===== config.mk =====
export PLATFORM = sky130hd
export DESIGN_NAME = trial_division_prime_test_unit_flat
export DESIGN_NICKNAME = d
export VERILOG_FILES = /design/src/design/tdp_pkg.sv /design/src/design/tdp_cand_if.sv /design/src/design/tdp_result_if.sv /design/src/design/trial_division_prime_test_unit.sv /design/src/design/tdp_serial_div.sv /design/src/flat_wrapper.sv
export SDC_FILE = /design/constraint.sdc
export NUM_CORES = 1
export LEC_CHECK = 0
export BUFFER_PORTS_ARGS = -buffer_cell sky130_fd_sc_hd__buf_2
export CORE_MARGIN = 10
export CORE_UTILIZATION = 40
export DETAILED_ROUTE_END_ITERATION = 8
export PLACE_DENSITY = 0.58
export SYNTH_ARGS = -nofsm -noshare
export SYNTH_HDL_FRONTEND = slang
export SYNTH_HIERARCHICAL = 1
export SYNTH_SLANG_ARGS = --single-unit

===== constraint.sdc =====
create_clock -name i_clk -period 4 [get_ports i_clk]
set_input_delay 0.4 -clock i_clk [delete_from_list [all_inputs] [get_ports i_clk]]
set_output_delay 0.4 -clock i_clk [all_outputs]
set_load 0.005 [all_outputs]

===== src/design/tdp_pkg.sv =====
// shared types and constants for the trial division prime test unit
package tdp_pkg;

    localparam int VALUE_WIDTH = 32;
    localparam int CAND_WIDTH  = 32;
    localparam int CNT_WIDTH   = $clog2(VALUE_WIDTH + 1);

    typedef logic [VALUE_WIDTH-1:0] t_value;
    typedef logic [CNT_WIDTH-1:0]   t_count;

    localparam t_value FIRST_DIVISOR = t_value'(2);
    localparam t_value FIRST_ODD     = t_value'(3);
    localparam t_value ODD_STEP      = t_value'(2);

    typedef struct packed {
        logic   start;
        t_value dividend;
        t_value divisor;
    } t_div_req;

    typedef struct packed {
        logic   done;
        t_value quotient;
        logic   rem_zero;
    } t_div_rsp;

endpackage


===== src/design/tdp_cand_if.sv =====
// candidate channel carrying one number to test per beat
interface tdp_cand_if;
    logic                           valid;
    logic                           ready;
    logic [tdp_pkg::CAND_WIDTH-1:0] candidate;

    modport source (output valid, output candidate, input ready);
    modport sink (input valid, input candidate, output ready);
endinterface


===== src/design/tdp_result_if.sv =====
// result channel carrying one primality verdict per beat
interface tdp_result_if;
    logic valid;
    logic ready;
    logic is_prime;

    modport source (output valid, output is_prime, input ready);
    modport sink (input valid, input is_prime, output ready);
endinterface


===== src/design/trial_division_prime_test_unit.sv =====
// top level: trial division sequencer around the bit-serial divider
// usage:
//   i_cand is a valid/ready sink carrying one 32-bit unsigned candidate per beat;
//   the low VALUE_WIDTH bits are tested. o_result is a valid/ready source that
//   carries one is_prime bit per candidate, in order.
//   one candidate is worked on at a time; i_cand.ready is high only while the
//   sequencer is idle. candidates below two go straight to the hold state with
//   a false verdict. otherwise divisors 2, 3, 5, 7, ... are tried while the
//   divisor does not exceed candidate / divisor; each trial is one pass of the
//   serial divider, which handles one dividend bit per cycle. the number of odd
//   divisors tried is at most about 2^(VALUE_WIDTH/2 - 1).
//   the verdict goes to an output register, so a new candidate is accepted
//   while the previous verdict still waits for o_result.ready; a finished
//   verdict waits in the sequencer only if that register is still full.
//   synchronous active-low reset empties the output register and returns the
//   sequencer to idle; no stored state survives between candidates.
module trial_division_prime_test_unit (
    input  logic         i_clk,
    input  logic         i_rst_n,
    tdp_cand_if.sink     i_cand,
    tdp_result_if.source o_result
);

    typedef enum logic [1:0] {
        S_IDLE,
        S_START,
        S_WAIT,
        S_HOLD
    } t_state;

    t_state            r_state;
    tdp_pkg::t_value   r_n;
    tdp_pkg::t_value   r_d;
    logic              r_res;
    logic              r_out_valid;
    logic              r_out_prime;
    tdp_pkg::t_value   n_n;
    tdp_pkg::t_div_req div_req;
    tdp_pkg::t_div_rsp div_rsp;
    logic              cand_beat;
    logic              out_free;

    assign n_n       = tdp_pkg::t_value'(i_cand.candidate);
    assign cand_beat = i_cand.valid && i_cand.ready;
    assign out_free  = !r_out_valid || o_result.ready;

    always_comb begin
        i_cand.ready     = (r_state == S_IDLE);
        div_req.start    = (r_state == S_START);
        div_req.dividend = r_n;
        div_req.divisor  = r_d;
    end

    tdp_serial_div u_div (
        .i_clk  (i_clk),
        .i_rst_n(i_rst_n),
        .i_req  (div_req),
        .o_rsp  (div_rsp)
    );

    always_ff @(posedge i_clk) begin
        if (!i_rst_n) begin
            r_state     <= S_IDLE;
            r_out_valid <= 1'b0;
        end else begin
            // the hold state reloads the output register itself
            if (r_out_valid && o_result.ready && (r_state != S_HOLD)) begin
                r_out_valid <= 1'b0;
            end
            case (r_state)
                S_IDLE: begin
                    if (cand_beat) begin
                        r_n <= n_n;
                        r_d <= tdp_pkg::FIRST_DIVISOR;
                        if (n_n[tdp_pkg::VALUE_WIDTH-1:1] == '0) begin
                            r_res   <= 1'b0;
                            r_state <= S_HOLD;
                        end else begin
                            r_state <= S_START;
                        end
                    end
                end
                S_START: begin
                    r_state <= S_WAIT;
                end
                S_WAIT: begin
                    if (div_rsp.done) begin
                        // divisor above the quotient means it passed the square root
                        if (r_d > div_rsp.quotient) begin
                            r_res   <= 1'b1;
                            r_state <= S_HOLD;
                        end else if (div_rsp.rem_zero) begin
                            r_res   <= 1'b0;
                            r_state <= S_HOLD;
                        end else begin
                            // even divisors past two cannot divide an odd candidate
                            r_d     <= (r_d == tdp_pkg::FIRST_DIVISOR) ?
                                       tdp_pkg::FIRST_ODD : r_d + tdp_pkg::ODD_STEP;
                            r_state <= S_START;
                        end
                    end
                end
                S_HOLD: begin
                    if (out_free) begin
                        r_out_valid <= 1'b1;
                        r_out_prime <= r_res;
                        r_state     <= S_IDLE;
                    end
                end
                default: begin
                    r_state <= S_IDLE;
                end
            endcase
        end
    end

    assign o_result.valid    = r_out_valid;
    assign o_result.is_prime = r_out_prime;

    // a candidate beat always leaves the sequencer busy on the next cycle
    a_busy_after_beat: assert property (@(posedge i_clk) disable iff (!i_rst_n)
        cand_beat |=> !i_cand.ready)
        else $error("candidate beat did not start work");

    // divisor answers arrive only while the sequencer waits for them
    a_done_in_wait: assert property (@(posedge i_clk) disable iff (!i_rst_n)
        div_rsp.done |-> (r_state == S_WAIT))
        else $error("divider finished outside the wait state");

    // a new verdict appears only when the sequencer hands one over
    a_verdict_source: assert property (@(posedge i_clk) disable iff (!i_rst_n)
        $rose(o_result.valid) |-> $past(r_state == S_HOLD))
        else $error("result beat raised without a finished candidate");

    // after the first trial only odd divisors are used
    a_odd_divisor: assert property (@(posedge i_clk) disable iff (!i_rst_n)
        ((r_state == S_START) && (r_d != tdp_pkg::FIRST_DIVISOR)) |-> r_d[0])
        else $error("even divisor beyond two");

endmodule


===== src/design/tdp_serial_div.sv =====
// restoring divider that shifts in one dividend bit per cycle
module tdp_serial_div (
    input  logic              i_clk,
    input  logic              i_rst_n,
    input  tdp_pkg::t_div_req i_req,
    output tdp_pkg::t_div_rsp o_rsp
);

    logic                              r_busy, n_busy;
    logic                              r_done, n_done;
    tdp_pkg::t_count                   r_cnt, n_cnt;
    tdp_pkg::t_value                   r_rem, n_rem;
    tdp_pkg::t_value                   r_quo, n_quo;
    tdp_pkg::t_value                   r_dsr, n_dsr;
    logic [tdp_pkg::VALUE_WIDTH:0]     trial;
    logic [tdp_pkg::VALUE_WIDTH:0]     diff;
    logic                              ge;

    // bring down the next dividend bit and try the subtraction
    assign trial = {r_rem, r_quo[tdp_pkg::VALUE_WIDTH-1]};
    assign diff  = trial - {1'b0, r_dsr};
    assign ge    = (trial >= {1'b0, r_dsr});

    always_comb begin
        n_busy = r_busy;
        n_done = 1'b0;
        n_cnt  = r_cnt;
        n_rem  = r_rem;
        n_quo  = r_quo;
        n_dsr  = r_dsr;
        if (i_req.start) begin
            n_busy = 1'b1;
            n_cnt  = tdp_pkg::t_count'(tdp_pkg::VALUE_WIDTH);
            n_rem  = '0;
            n_quo  = i_req.dividend;
            n_dsr  = i_req.divisor;
        end else if (r_busy) begin
            // dividend bits leave at the top while quotient bits enter at the bottom
            n_rem = ge ? diff[tdp_pkg::VALUE_WIDTH-1:0] : trial[tdp_pkg::VALUE_WIDTH-1:0];
            n_quo = {r_quo[tdp_pkg::VALUE_WIDTH-2:0], ge};
            n_cnt = r_cnt - tdp_pkg::t_count'(1);
            if (r_cnt == tdp_pkg::t_count'(1)) begin
                n_busy = 1'b0;
                n_done = 1'b1;
            end
        end
    end

    always_ff @(posedge i_clk) begin
        if (!i_rst_n) begin
            r_busy <= 1'b0;
            r_done <= 1'b0;
            r_cnt  <= '0;
        end else begin
            r_busy <= n_busy;
            r_done <= n_done;
            r_cnt  <= n_cnt;
        end
        r_rem <= n_rem;
        r_quo <= n_quo;
        r_dsr <= n_dsr;
    end

    assign o_rsp.done     = r_done;
    assign o_rsp.quotient = r_quo;
    assign o_rsp.rem_zero = (r_rem == '0);

endmodule


===== src/flat_wrapper.sv =====
// flat-port wrapper written by rule: the top's interface ports become plain ports
module trial_division_prime_test_unit_flat 
  (i_clk, i_rst_n, i_cand_valid, i_cand_candidate, i_cand_ready, o_result_valid, o_result_is_prime, o_result_ready);
  tdp_cand_if i_cand_i ();
  tdp_result_if o_result_i ();
  input  logic i_clk;
  input  logic i_rst_n;
  input wire logic [$bits(i_cand_i.valid)-1:0] i_cand_valid;
  input wire logic [$bits(i_cand_i.candidate)-1:0] i_cand_candidate;
  output wire logic [$bits(i_cand_i.ready)-1:0] i_cand_ready;
  output wire logic [$bits(o_result_i.valid)-1:0] o_result_valid;
  output wire logic [$bits(o_result_i.is_prime)-1:0] o_result_is_prime;
  input wire logic [$bits(o_result_i.ready)-1:0] o_result_ready;
  assign i_cand_i.valid = i_cand_valid;
  assign i_cand_i.candidate = i_cand_candidate;
  assign i_cand_ready = i_cand_i.ready;
  assign o_result_valid = o_result_i.valid;
  assign o_result_is_prime = o_result_i.is_prime;
  assign o_result_i.ready = o_result_ready;
  trial_division_prime_test_unit u_core (.i_clk(i_clk), .i_rst_n(i_rst_n), .i_cand(i_cand_i), .o_result(o_result_i));
endmodule

==> results.md <==
- Die ar.: between 30000 and 40000 µm²
- Clock insertion delay at the later pin of the skew report: about 440 ps
- Post-CTS resize count: 0
- Tightest Pin Transition: between 700 and 800 ps
- EDFF count, synth: 130
- Pin count of the biggest net entering global routing: 72
- Number of hold-repair buffers added at the cts stage: 0
- Count of different cell masters after synthesis: slightly above 70
- Worst slew margin relative to its limit: 0.487
- Deepest level of the CTS H-tree: 4
- Per-instance average area after synthesis: approximately 10 µm²
- Post-synthesis cell count: 935
- First-pass GRT wire length: 34600 µm
- Total number of placement rows: 57
- Core ar.: about 24000 µm²
- Setup skew after layout: ~13 ps
- Kind of launch point of the worst setup path: flip-flop
- Setup Buffers After CTS: 0
- Share of flip-flops with an asynchronous set or reset: 0
- Vias in the first global route: approximately 6600
- Commonest non-fill, non-tap cells in the layout: sky130_fd_sc_hd__edfxtp_1, sky130_fd_sc_hd__nor2_1, sky130_fd_sc_hd__inv_1
- Sum of routed wire length over all layers: 21100 µm
- Signed area change from the synthesized netlist to the final layout: 12.1%
- Fraction of the cycle the final worst path needs: 0.851
- Leftover overflow at the end of global routing: 0
- Number of vias per cell after detailed routing: 5.26
- Post-layout minimum cycle time: ~3400 ps
- Maximum fanout count along the critical path: 6
- Wire per inst: approximately 16 µm
- Critical path data required time: approximately 4300 ps
- Post-detailed-route count of antenna-violating nets: 0
- WHS: about 140 ps
- Proportion of layout cells with a drive suffix above 1: 0.136
- Number of ports placed on the die boundary: 39
- Flip-flop and latch count after synthesis: between 150 and 200
- Run status: finished clean
- Total power consumption of the routed design: 6.46 mW
- Diodes inserted: 0
- CTS tree: done
- Initial standard-cell utilization of the core: 0.404
- HPWL reported at the end of detailed placement: between 15000 and 20000 µm
- Setup WS pre-CTS: 624 ps
- Routability congestion estimate from global placement: 0.866
- Remaining DRCs: 0
- Net count of the mapped netlist: between 1000 and 1500
- RSZ-0062 raised after global routing: no
- Clock input transition at the sequential cells of the worst setup and hold paths: 80 ps
- Commonest non-fill, non-tap cell in the layout: sky130_fd_sc_hd__edfxtp_1
- Netlist Area Pre-Place: ~9800 µm²
- PwrDens: roughly 590 nW/µm²
- Starting DRT DRC Count: between 400 and 500
- Layout Nets: between 1000 and 1500
- Count of endpoints failing setup in the final report: 0
- Final WS setup: 595 ps
- Total CTS buffers: 17
- Worst Hold Class: in -> reg
- Clock sink total: around 170
- Synth warn: 6
- Gr usage total: 0.138
- Die X-Extent: around 180 µm
- Sequential area share after synthesis: 0.488
- Root buffer cell: sky130_fd_sc_hd__clkbuf_16
- Predominant post-synthesis flop cell: sky130_fd_sc_hd__edfxtp_1
- Maximum operating frequency: 294 MHz
- Via total after detailed routing: approximately 6900
- Data arrival time of the critical path: approximately 3700 ps
- Buffers added on ports: 38
- Longest Clk Path Bufs: 2
- Worst-case vdd ir drop: approximately 250 µV
- Antenna violations before repair: 0
- Count of maximum capacitance violations: 0
- Setup TNS: 0 ps
- Path type of the worst setup path: reg -> reg
- Vertical extent of the die: roughly 180 µm
- Pins Over Slew Limit: 0
- Pre-antenna DRT Iters: 5
- Static leakage power: about 4.3 nW
- Kind of capture point of the worst setup path: flip-flop
- Final hold vios: 0
-- kinds of logic after synthesis --
kind of cell,share of synthesized area
AND/OR/NAND/NOR,0.156
buffers and inverters,0.0463
XOR/XNOR,0.0493
AO/OA/AOI/OAI,0.126
flip-flops,0.488
adder cells (fa/ha/maj),0.0879
multiplexers,0.0461
-- power by group --
group	total (mW)	internal, mW	switching (mW)
registers	2.48	2.21	0.273
clock network	1.66	0.840	0.822
logic	2.32	1.01	1.31
total	6.46	4.05	2.41
-- per-stage QoR --
stage | instances | util | instance area, µm²
floorplan | 935 | - | 9760
global placement | 1278 | 0.428 | 10300
detailed placement | 1278 | 0.428 | 10300
CTS | 1310 | 0.453 | 10900
global route | 1310 | 0.453 | 10900
finish | 1310 | 0.453 | 10900
-- worst paths after layout --
check | from | endpoint | depth (start not counted) | slack [ps]
setup / recovery | u_core/u_div/r_quo[31] | u_core/u_div/r_rem[30] | 13 | 600
hold / removal | i_cand_candidate[8] | u_core/r_n[8] | 1 | 140
setup reg to reg | u_core/u_div/r_quo[31] | u_core/u_div/r_rem[30] | 13 | 600
hold reg to reg | u_core/r_res | u_core/o_result.is_prime | 0 | 430
-- sequential cells by signal, indices dropped and copies added, names as in the netlist, 2 cells and up --
signal / count
u_core/r_n: 32
u_core/r_state: 2
u_core/u_div/r_dsr: 32
u_core/r_d: 32
u_core/u_div/r_quo: 32
u_core/u_div/r_cnt: 6
u_core/u_div/r_rem: 32
-- cell usage after synthesis, types with 20 or more instances --
| library cell | number | area [µm²] |
|---|---|---|
| sky130_fd_sc_hd__mux2_2 | 32 | 360 |
| sky130_fd_sc_hd__nor4_1 | 30 | 188 |
| sky130_fd_sc_hd__xnor2_1 | 29 | 254 |
| sky130_fd_sc_hd__nand4_1 | 21 | 131 |
| sky130_fd_sc_hd__xor2_1 | 26 | 228 |
| sky130_fd_sc_hd__nand2_1 | 50 | 188 |
| sky130_fd_sc_hd__a211oi_1 | 32 | 240 |
| sky130_fd_sc_hd__dfxtp_1 | 43 | 861 |
| sky130_fd_sc_hd__o21ai_0 | 22 | 110 |
| sky130_fd_sc_hd__a21oi_1 | 57 | 285 |
| sky130_fd_sc_hd__ha_1 | 67 | 838 |
| sky130_fd_sc_hd__nand3_1 | 20 | 100 |
| sky130_fd_sc_hd__edfxtp_1 | 130 | 3900 |
| sky130_fd_sc_hd__nor2_1 | 103 | 387 |
| sky130_fd_sc_hd__inv_1 | 82 | 308 |
| sky130_fd_sc_hd__clkbuf_1 | 24 | 90.1 |
-- per-layer routing --
layer  vias up  wire length, µm  track usage
met2       125             9790        0.219
li1       3533                -            -
met4         0              155       0.0364
met3        12              706       0.0269
met1      3220            10400        0.189
met5         -                0            0
-- area by class of cell --
| type | count | area, µm² |
|---|---|---|
| repair buffers | 50 | 293 |
| flip-flops and latches | 173 | 4770 |
| multi-input cells | 647 | 4570 |
| clock buffers | 17 | 425 |
| inverters | 84 | 315 |
| fillers | 2286 | 13200 |
| clock inverters | 15 | 171 |
| well taps | 324 | 405 |
-- critical path, stage by stage (launching register included) --
cell	delay [ps]
sky130_fd_sc_hd__edfxtp_1	380
sky130_fd_sc_hd__inv_1	60
sky130_fd_sc_hd__ha_1	220
sky130_fd_sc_hd__fa_1	440
sky130_fd_sc_hd__nor2b_1	170
sky130_fd_sc_hd__o21ai_0	130
sky130_fd_sc_hd__o21ai_1	140
sky130_fd_sc_hd__buf_4	160
sky130_fd_sc_hd__a311oi_1	180
sky130_fd_sc_hd__o32ai_1	650
sky130_fd_sc_hd__nor2_1	130
sky130_fd_sc_hd__o41ai_1	360
sky130_fd_sc_hd__xor2_1	120
sky130_fd_sc_hd__o2bb2ai_1	140
Note: power is estimated with default switching activity, not from simulation.
